File: config.mk
export PLATFORM = sky130hd
export DESIGN_NAME = dpc_ctrl
export DESIGN_NICKNAME = d
export VERILOG_FILES = /design/src/rtl/assert_macros.svh /design/src/rtl/dpc_pkg.sv /design/src/rtl/dpc_ctrl.sv
export SDC_FILE = /design/constraint.sdc
export NUM_CORES = 1
export LEC_CHECK = 0
export BUFFER_PORTS_ARGS = -buffer_cell sky130_fd_sc_hd__buf_2
export CORE_UTILIZATION = 35
export CTS_CLUSTER_DIAMETER = 40
export DETAILED_ROUTE_END_ITERATION = 10
export PLACE_DENSITY_LB_ADDON = 0.08
export SYNTH_ARGS = -nofsm -noshare
export SYNTH_HDL_FRONTEND = slang
export SYNTH_SLANG_ARGS = --single-unit
File: constraint.sdc
create_clock -name clk -period 1.8 [get_ports clk]
set_input_delay 0.36 -clock clk [delete_from_list [all_inputs] [get_ports clk]]
set_output_delay 0.36 -clock clk [all_outputs]
set_load 0.01 [all_outputs]
File: src/rtl/assert_macros.svh
// Assertion macros shared by the RTL.
// Expects clk and arst_n in the scope of use.
`ifndef ASSERT_MACROS_SVH
`define ASSERT_MACROS_SVH

// Same-cycle implication.
`define ASSERT_IMP(lbl, ante, cons) \
	lbl: assert property (@(posedge clk) disable iff (!arst_n) (ante) |-> (cons)) \
		else $error("assertion failed");

// Next-cycle implication.
`define ASSERT_NXT(lbl, ante, cons) \
	lbl: assert property (@(posedge clk) disable iff (!arst_n) (ante) |=> (cons)) \
		else $error("assertion failed");

`endif

File: src/rtl/dpc_pkg.sv
// Package for the point clustering unit: widths, word types, FSM and op codes.
// No dependencies.
`default_nettype none
package dpc_pkg;

	localparam int MAX_POINTS = 64;
	localparam int IDX_W      = $clog2(MAX_POINTS);
	localparam int CNT_W      = IDX_W + 1;
	localparam int COORD_BITS = 16;
	localparam int PT_W       = 2 * COORD_BITS;
	localparam int DIFF_W     = COORD_BITS + 1;
	localparam int SQ_W       = 2 * DIFF_W - 1;   // square magnitude bits
	localparam int SUM_W      = COORD_BITS + IDX_W;
	localparam int STEP_W     = $clog2(SUM_W);
	localparam int EPS_W      = 33;
	localparam int CFG_IDX_W  = 2;

	localparam logic [CFG_IDX_W-1:0] REG_MIN_POINTS   = 2'd0;
	localparam logic [CFG_IDX_W-1:0] REG_EPS_SQUARED  = 2'd1;
	localparam logic [CFG_IDX_W-1:0] REG_MAX_CLUSTERS = 2'd2;

	typedef struct packed {
		logic signed [COORD_BITS-1:0] x_coord;
		logic signed [COORD_BITS-1:0] y_coord;
		logic                         last_point;
	} point_t;

	typedef struct packed {
		logic [IDX_W-1:0]             point_index;
		logic [IDX_W-1:0]             cluster_label;
		logic                         is_noise;
		logic signed [COORD_BITS-1:0] centroid_x;
		logic signed [COORD_BITS-1:0] centroid_y;
		logic [CNT_W-1:0]             member_count;
		logic [CNT_W-1:0]             cluster_count;
		logic                         overflow;
		logic                         last;
	} result_t;

	typedef struct packed {
		logic [CNT_W-1:0] min_points;
		logic [EPS_W-1:0] eps_squared;
		logic [CNT_W-1:0] max_clusters;
	} cfg_t;

	typedef enum logic [4:0] {
		ST_IDLE, ST_LOAD, ST_CINIT, ST_SEED, ST_ROW_A, ST_ROW_B, ST_SCAN, ST_DEC,
		ST_SSUM, ST_ENQ, ST_EXP, ST_EXP_Q, ST_EXP_T, ST_EXP_S,
		ST_OUT_A, ST_OUT_B, ST_OUT_C, ST_OUT_D
	} state_t;

	typedef enum logic [4:0] {
		OP_NONE, OP_TAKE, OP_ROW_WR, OP_CL_INIT, OP_SEED_SKIP, OP_SEED_OPEN,
		OP_ROW_RD, OP_SCAN_GO, OP_NOISE, OP_REFUSE, OP_CL_OPEN, OP_SEED_SUM,
		OP_ENQ, OP_EXP_TAKE, OP_EXP_SUM, OP_CL_CLOSE, OP_OUT_INIT, OP_DIV_GO,
		OP_EMIT, OP_FINISH
	} op_t;

	typedef struct packed {
		op_t op;
	} cmd_t;

	typedef struct packed {
		logic scan_done;
		logic last;
		logic seed_end;
		logic seed_vis;
		logic core;
		logic cap_hit;
		logic enq_end;
		logic q_empty;
		logic unvisited;
		logic out_end;
		logic div_done;
	} stat_t;

endpackage
`default_nettype wire

File: src/rtl/dpc_ctrl.sv
// Sequencer for loading, cluster growth and result output.
// Depends on dpc_pkg.
`default_nettype none
module dpc_ctrl (
	input  logic            clk,
	input  logic            arst_n,
	input  logic            start,
	input  dpc_pkg::stat_t  stat,
	output logic            busy,
	output dpc_pkg::cmd_t   cmd
);
	import dpc_pkg::*;

	state_t state_q, state_d;
	logic   exp_q, exp_d;   // scan belongs to an expansion, not a seed

	always_ff @(posedge clk or negedge arst_n) begin
		if (!arst_n) begin
			state_q <= ST_IDLE;
			exp_q   <= 1'b0;
		end else begin
			state_q <= state_d;
			exp_q   <= exp_d;
		end
	end

	always_comb begin
		state_d = state_q;
		exp_d   = exp_q;
		cmd.op  = OP_NONE;
		case (state_q)
			ST_IDLE: begin
				if (start) begin
					cmd.op  = OP_TAKE;
					state_d = ST_LOAD;
				end
			end
			ST_LOAD: begin
				if (stat.scan_done) begin
					cmd.op  = OP_ROW_WR;
					state_d = stat.last ? ST_CINIT : ST_IDLE;
				end
			end
			ST_CINIT: begin
				cmd.op  = OP_CL_INIT;
				state_d = ST_SEED;
			end
			ST_SEED: begin
				if (stat.seed_end) begin
					cmd.op  = OP_OUT_INIT;
					state_d = ST_OUT_A;
				end else if (stat.seed_vis) begin
					cmd.op = OP_SEED_SKIP;
				end else begin
					cmd.op  = OP_SEED_OPEN;
					exp_d   = 1'b0;
					state_d = ST_ROW_A;
				end
			end
			ST_ROW_A: begin
				cmd.op  = OP_ROW_RD;
				state_d = ST_ROW_B;
			end
			ST_ROW_B: begin
				cmd.op  = OP_SCAN_GO;
				state_d = ST_SCAN;
			end
			ST_SCAN: begin
				if (stat.scan_done)
					state_d = ST_DEC;
			end
			ST_DEC: begin
				if (exp_q) begin
					state_d = stat.core ? ST_ENQ : ST_EXP;
				end else if (!stat.core) begin
					cmd.op  = OP_NOISE;
					state_d = ST_SEED;
				end else if (stat.cap_hit) begin
					cmd.op  = OP_REFUSE;
					state_d = ST_SEED;
				end else begin
					cmd.op  = OP_CL_OPEN;
					state_d = ST_SSUM;
				end
			end
			ST_SSUM: begin
				cmd.op  = OP_SEED_SUM;
				state_d = ST_ENQ;
			end
			ST_ENQ: begin
				cmd.op = OP_ENQ;
				if (stat.enq_end)
					state_d = ST_EXP;
			end
			ST_EXP: begin
				if (stat.q_empty) begin
					cmd.op  = OP_CL_CLOSE;
					state_d = ST_SEED;
				end else begin
					state_d = ST_EXP_Q;
				end
			end
			ST_EXP_Q: state_d = ST_EXP_T;
			ST_EXP_T: begin
				cmd.op  = OP_EXP_TAKE;
				state_d = ST_EXP_S;
			end
			ST_EXP_S: begin
				cmd.op = OP_EXP_SUM;
				if (stat.unvisited) begin
					exp_d   = 1'b1;
					state_d = ST_ROW_A;
				end else begin
					state_d = ST_EXP;
				end
			end
			ST_OUT_A: begin
				if (stat.out_end) begin
					cmd.op  = OP_FINISH;
					state_d = ST_IDLE;
				end else begin
					state_d = ST_OUT_B;
				end
			end
			ST_OUT_B: state_d = ST_OUT_C;
			ST_OUT_C: begin
				cmd.op  = OP_DIV_GO;
				state_d = ST_OUT_D;
			end
			ST_OUT_D: begin
				if (stat.div_done) begin
					cmd.op  = OP_EMIT;
					state_d = ST_OUT_A;
				end
			end
			default: state_d = ST_IDLE;
		endcase
	end

	assign busy = state_q != ST_IDLE;

endmodule
`default_nettype wire

Word-level counts from Yosys, hierarchy flattened
Cells that the tools add are included.
Word-level totals
  register bits after elaboration: 6
  bits of input ports: 14
  word-level logic and storage cells: 64
Operators by class
  equal/unequal tests: 26
  muxes and demuxes: 31
  reduce and logical (&&, ||, !) cells: 5
Operator list (number)
  $pmux 5 s18: 1
  $pmux 5 s15: 1
  $mux 5: 10
  $eq 5x4->1 const B: 8
  $mux 4: 8
  $eq 5x3->1 const B: 4
  $ne 2x2->1 const B: 8
  $eq 5x2->1 const B: 2
  $eq 5x5->1 const B: 2
  $mux 2: 5
  $reduce_and 6->1: 1
  $eq 5x1->1 const B: 1
  $logic_not 5->1: 1
  $mux 1: 5
  $reduce_bool 5->1: 1
  $reduce_and 4->1: 1
  $ne 3x3->1 const B: 1
  $pmux 1 s2: 1
  $reduce_bool 2->1: 1

Longest topological paths before layout
Gate-level depths: netlist of the first run.
  word-level depth: 4
  depth in mapped cells: 7
  mapped depth without buffers: 5

Worst setup path before layout of the first run
OpenSTA, ideal clock, no wires.
  path type: flip-flop to output port
  start: reg state_q[1]
  end: out cmd[0] (netlist bit)
  arrival time: 1.455 ns
  required time: 1.440 ns
  path slack: -0.015 ns
  stages on the path, launching flop included: 6
  path buffers: 1
  path through: dfrtp_1 -> clkbuf_1 -> o21ai_1 -> a2bb2oi_1 -> o21ai_1 -> or4_1
RTL lines
  start: declaration: RTL line dpc_ctrl.sv:14  | state_t state_q, state_d;
  start signal: assignment: RTL line dpc_ctrl.sv:22  | state_q <= state_d;
  end: declaration: RTL line dpc_ctrl.sv:10  | output dpc_pkg::cmd_t cmd

==> results of run 1 <==
-- cells by family (layout without fill, tap and decap cells) --
group                     count (synthesis)  count (layout)
AOI/OAI and AO/OA                        39              39
xor gates and xnor gates                  2               2
buffers and inverters                    14              84
DFF                                       6               6
muxes                                     3               3
and+or+nand+nor                          60              60
-- placed cells by master, fill, tap and decap left out, drive strengths merged, types with 2 or more instances in the layout --
cell and instances:
and3 3, clkbuf 3, a31o 2, mux2 2, or2 2, o22ai 3
o32ai 2, or2b 3, nand2 12, buf 77, a21oi 6, nor3 5
nand3 4, nor3b 3, o32a 2, nand2b 5, o21ai 9, a22oi 2
nor2b 3, inv 3, nand3b 2, dfrtp 6, nor2 9
-- cell type report --
class	instances	area, µm²	share of cell area
multi-input combinational	104	853	0.500
tap	30	37.5	0.0220
inverter	3	11.3	0.00660
clock buffer	3	22.5	0.0132
timing repair buffer	78	624	0.366
sequential	6	156	0.0917
-- layer usage --
metal  track usage  wire [µm]  up-vias
li1              -          -      608
met5             0          0        -
met2         0.467       1870       68
met1         0.374       1760      630
met3        0.0948        293       22
met4         0.149        182        0
-- power breakdown --
part           internal [mW]  switching, mW  leakage [nW]
sequential             0.205          0.153        0.0687
clock                 0.0761         0.0594        0.0138
combinational           1.53           1.19         0.692
-- flip-flops by register name, summed over array words and instances (netlist names) --
signal and flops:
state_q 5, exp_q 1
-- per-stage QoR --
step / hold slack [ns] / total power, mW / setup WS (ns) / cell area, µm² / instances
global placement: 0.195 / 2.13 / -0.189 / 1300 / 204
floorplan: 0.0644 / 1.35 / 0.00156 / 922 / 124
CTS: 0.349 / 2.90 / -0.296 / 1620 / 223
finish: 0.394 / 3.21 / -0.363 / 1710 / 224
detailed placement: 0.195 / 2.14 / -0.193 / 1300 / 204
global route: 0.381 / 3.39 / -0.421 / 1710 / 224
-- path summary, 6_finish.rpt --
check,start,to
setup / recovery,state_q[1],cmd[0]
min in group asynchronous,arst_n,exp_q
hold / removal,stat[4],state_q[3]
hold reg to reg,exp_q,exp_q
setup reg to reg,state_q[1],state_q[1]
max in group asynchronous,arst_n,state_q[3]
-- repair_timing --
action,4_1_cts,5_1_grt
hold buffers,1,0
hold endpoints to repair,6,0
pin swaps,10,9
cloned,0,0
gates resized for setup,45,14
endpoints found under the setup margin,10,10
setup buffers,15,2
==> summary.txt, run 1 <==
Top delay family on crit path: simple AND/OR/NAND/NOR gates
TritonCTS clock tree: built
row cnt: 18
largest net degree at the start of global routing: 10
# setup viols final: 10
CP Data Required Time: 1.44 ns
Synth Area in Simple Gates: 0.385
relative slew slack: 0.739
Setup WS post-layout: -0.363 ns
Register-to-Register Path Depth: 7
Fin. Hold Viols: 0
failing checks: negative setup slack
Most used DFF post-synth: dfrtp_1
largest family of logic cells by synthesized area: simple AND/OR/NAND/NOR gates
fin nets: 210
RSZ-0062 raised after global routing: true
Final min period: 2.16 ns
gpl congestion: 0.908
post-synthesis compound-gate area fraction: 0.313
commonest cells in the netlist: nand2_1, nor2_1, dfrtp_1, o21ai_1
syn nets: 138
GRT Total Usage: 0.303
Final ANT Viol Nets: 0
top-count cell post-synth: nand2_1
Die H: 53.3 µm
FF+latch count, synth: 6
reg-to-reg slack, setup: -0.20 ns
fillcell total: 182
first-pass GRT wire length: 6030 µm
final core occ: 0.688
WS Path Type: flip-flop to output port
XOR/XNOR Fraction of Synth Area: 0.0190
Die Width: 53.3 µm
drt first pass iters: 4
Mapped Area: 921 µm²
multiplexer share of the synthesized area: 0.0353
vias in the first global route: 1262
synthesis warning total: 0
clk sinks: 6
fmax: 462 MHz
crit path capture type: output port
Peak VDD IR: 1.35 mV
cell count along the critical path: 5
final clock skew: 0.00951 ns
routed via count: 1328
post-synth top area cell: dfrtp_1
share of the synthesized area in the top cell type: 0.163
Critical Path Max Stage Delay: 0.48 ns
Critical Path Slowest Stage Cell: dfrtp_2
clock buffer depth: 2
max_cap viols: 0
Antenna Cells: 0
critical path arrival: 1.80 ns
Seq/Total Area, Yosys: 0.163
top post-synthesis cells by area: dfrtp_1, nand2_1, nand2b_1
port bufs: 19
Post-synth EDFFs: 0
PwrDens: 1890 nW/µm²
min-delay worst type: input pin to flip-flop
Die Footprint: 2840 µm²
DR iter-0 viols: 31
crit-path max FO: 8
Syn Inst Count: 124
worst-margin pin slew: 0.382 ns
Avg WL per Cell: 18.4 µm
status: complete, but fails checks
share of flip-flops with an asynchronous set or reset after synthesis: 1.00
Root Buffer: clkbuf_4
via/cell ratio: 5.93
Leakage Power: 0.774 nW
CTS clk-pin slew, worst paths: 0.05 ns
Detailed Place HPWL: 2600 µm
starting density of the core: 0.372
Mean Syn Cell Area: 7.43 µm²
final period utilization: 1.20
cells along the critical path: and2b_1 > a2bb2oi_2 > o21ai_1 > or4_1 > buf_2
residual DRC count: 0
CTS buffer count: 3
core area: 2480 µm²
final setup TNS: -2.05 ns
CTS H-tree depth: 1
post-synth cell types: 57
Buf/Inv on CP: 1
Post-Synth Adder-Cell Area: 0
P&R area growth vs syn: 85.2%
share of cells above drive strength 1: 0.613
Hold Crit Depth: 2
Slew Viols, Final: 0
antenna violations before repair: 0
I/O pin count: 20
WL final: 4110 µm
total grt overflow: 0
Worst Setup Start Kind: flip-flop
clk_lat worst skew: 0.26 ns
Note: power is estimated with default switching activity, not from simulation.
==> run 2: changes to the inputs <==
--- a/config.mk
+++ b/config.mk
@@ -5,7 +5,9 @@
 export SDC_FILE = /design/constraint.sdc
 export NUM_CORES = 1
 export LEC_CHECK = 0
+export ABC_AREA = 0
 export BUFFER_PORTS_ARGS = -buffer_cell sky130_fd_sc_hd__buf_2
+export CORE_ASPECT_RATIO = 0.6
 export CORE_UTILIZATION = 35
 export CTS_CLUSTER_DIAMETER = 40
 export DETAILED_ROUTE_END_ITERATION = 10
==> summary.txt, run 2 (synthesis gave the netlist of run 1 again) <==
status: complete, but fails checks
failing checks: negative setup slack
pre-CTS WS: -0.202 ns
CTS clk-pin slew, worst paths: 0.05 ns
most frequent cells in the layout: buf_4, buf_2, buf_6
crit path capture type: output port
fin nets: 209
WS Path Type: flip-flop to output port
antenna violations before repair: 0
Detailed Place HPWL: 2580 µm
Critical Path Max Stage Delay: 0.51 ns
final hold slack: 0.371 ns
Slew Viols, Final: 0
PwrDens: 1990 nW/µm²
Final ANT Viol Nets: 0
RSZ-0062 raised after global routing: true
port bufs: 19
via/cell ratio: 6.60
first-pass GRT wire length: 6310 µm
Top Registers: state_q: 5 flops, exp_q: 1 flops
CTS buffer count: 3
final core occ: 0.741
cells along the critical path: buf_12 > buf_8 > nand4_1 > a21oi_2 > or4_1 > buf_2
Fin. Hold Viols: 0
Final min period: 2.19 ns
final period utilization: 1.22
Die Width: 68.2 µm
share of cells above drive strength 1: 0.617
# setup viols final: 10
Antenna Cells: 0
largest net degree at the start of global routing: 16
P&R area growth vs syn: 87.1%
total grt overflow: 0
starting density of the core: 0.396
Setup WS post-layout: -0.395 ns
I/O pin count: 20
clk_lat worst skew: 0.24 ns
clock buffer depth: 2
routed via count: 1471
residual DRC count: 0
fmax: 456 MHz
Die Footprint: 2850 µm²
commonest non-fill, non-tap cell in the layout: buf_4
final clock skew: 0.0105 ns
gpl congestion: 0.910
Worst Setup Start Kind: flip-flop
Most flops, register: state_q
Critical Path Slowest Stage Cell: or4_1
row cnt: 13
core area: 2330 µm²
drt first pass iters: 5
final setup TNS: -2.66 ns
Peak VDD IR: 1.16 mV
crit-path max FO: 6
TritonCTS clock tree: built
critical path arrival: 1.83 ns
WL final: 4910 µm
GRT Total Usage: 0.302
Leakage Power: 0.785 nW
clk sinks: 6
Avg WL per Cell: 22.0 µm
vias in the first global route: 1263
max_cap viols: 0
min-delay worst type: input pin to flip-flop
CTS H-tree depth: 1
Root Buffer: clkbuf_8
CP Data Required Time: 1.44 ns
Die H: 41.7 µm
Tot Pwr: 3.43 mW
DR iter-0 viols: 189
max reg flops: 5
worst-margin pin slew: 0.391 ns
relative slew slack: 0.733
run 2: metrics by stage:
step / cells / instance area (µm²)
6_report: 223 / 1720
5_1_grt: 223 / 1720
4_1_cts: 212 / 1570
3_5_place_dp: 198 / 1270
3_3_place_gp: 198 / 1270
2_1_floorplan: 124 / 922
run 2: critical path, delay by kind of cell, from the launching register on:
| kind | cells | cell delay, ns |
|---|---|---|
| AO/OA/AOI/OAI | 1 | 0.11 |
| buffers and inverters | 3 | 0.42 |
| flip-flops | 1 | 0.43 |
| AND/OR/NAND/NOR | 2 | 0.64 |
run 2: worst paths after layout:
check / cells past startpoint / slack (ns) / to / start
setup / recovery: 6 / -0.39 / cmd[0] / state_q[1]
hold / removal: 2 / 0.37 / state_q[3] / stat[4]
setup reg to reg: 7 / -0.27 / state_q[2] / state_q[2]
hold reg to reg: 2 / 0.73 / exp_q / exp_q
max in group asynchronous: 2 / 1.12 / state_q[2] / arst_n
min in group asynchronous: 2 / 0.49 / state_q[1] / arst_n
run 2: what timing repair did:
item | in CTS | in global routing
setup endpoints to repair | 10 | 10
gates resized for setup | 43 | 16
hold buffers | 1 | 0
gates cloned | 0 | 0
pin swaps | 12 | 10
endpoints found under the hold margin | 6 | 0
setup buffers | 10 | 13
run 2: final cells by class:
cell class,count,area [µm²]
Inverter,3,11.3
Sequential cell,6,156
Timing Repair Buffer,77,631
Clock buffer,3,41.3
Fill cell,148,603
Tap cell,30,37.5
Multi-Input combinational cell,104,846
run 2: layer usage:
metal  wire length [µm]  global-route usage  up-vias
li1                   -                   -      605
met1               1910               0.407      675
met4                276               0.100        0
met2               2050               0.447      148
met3                676              0.0962       43
met5                  0                   0        -
run 2: power by group:
part / switching, mW / internal, mW
logic: 1.33 / 1.55
registers: 0.121 / 0.205
clock network: 0.0804 / 0.146
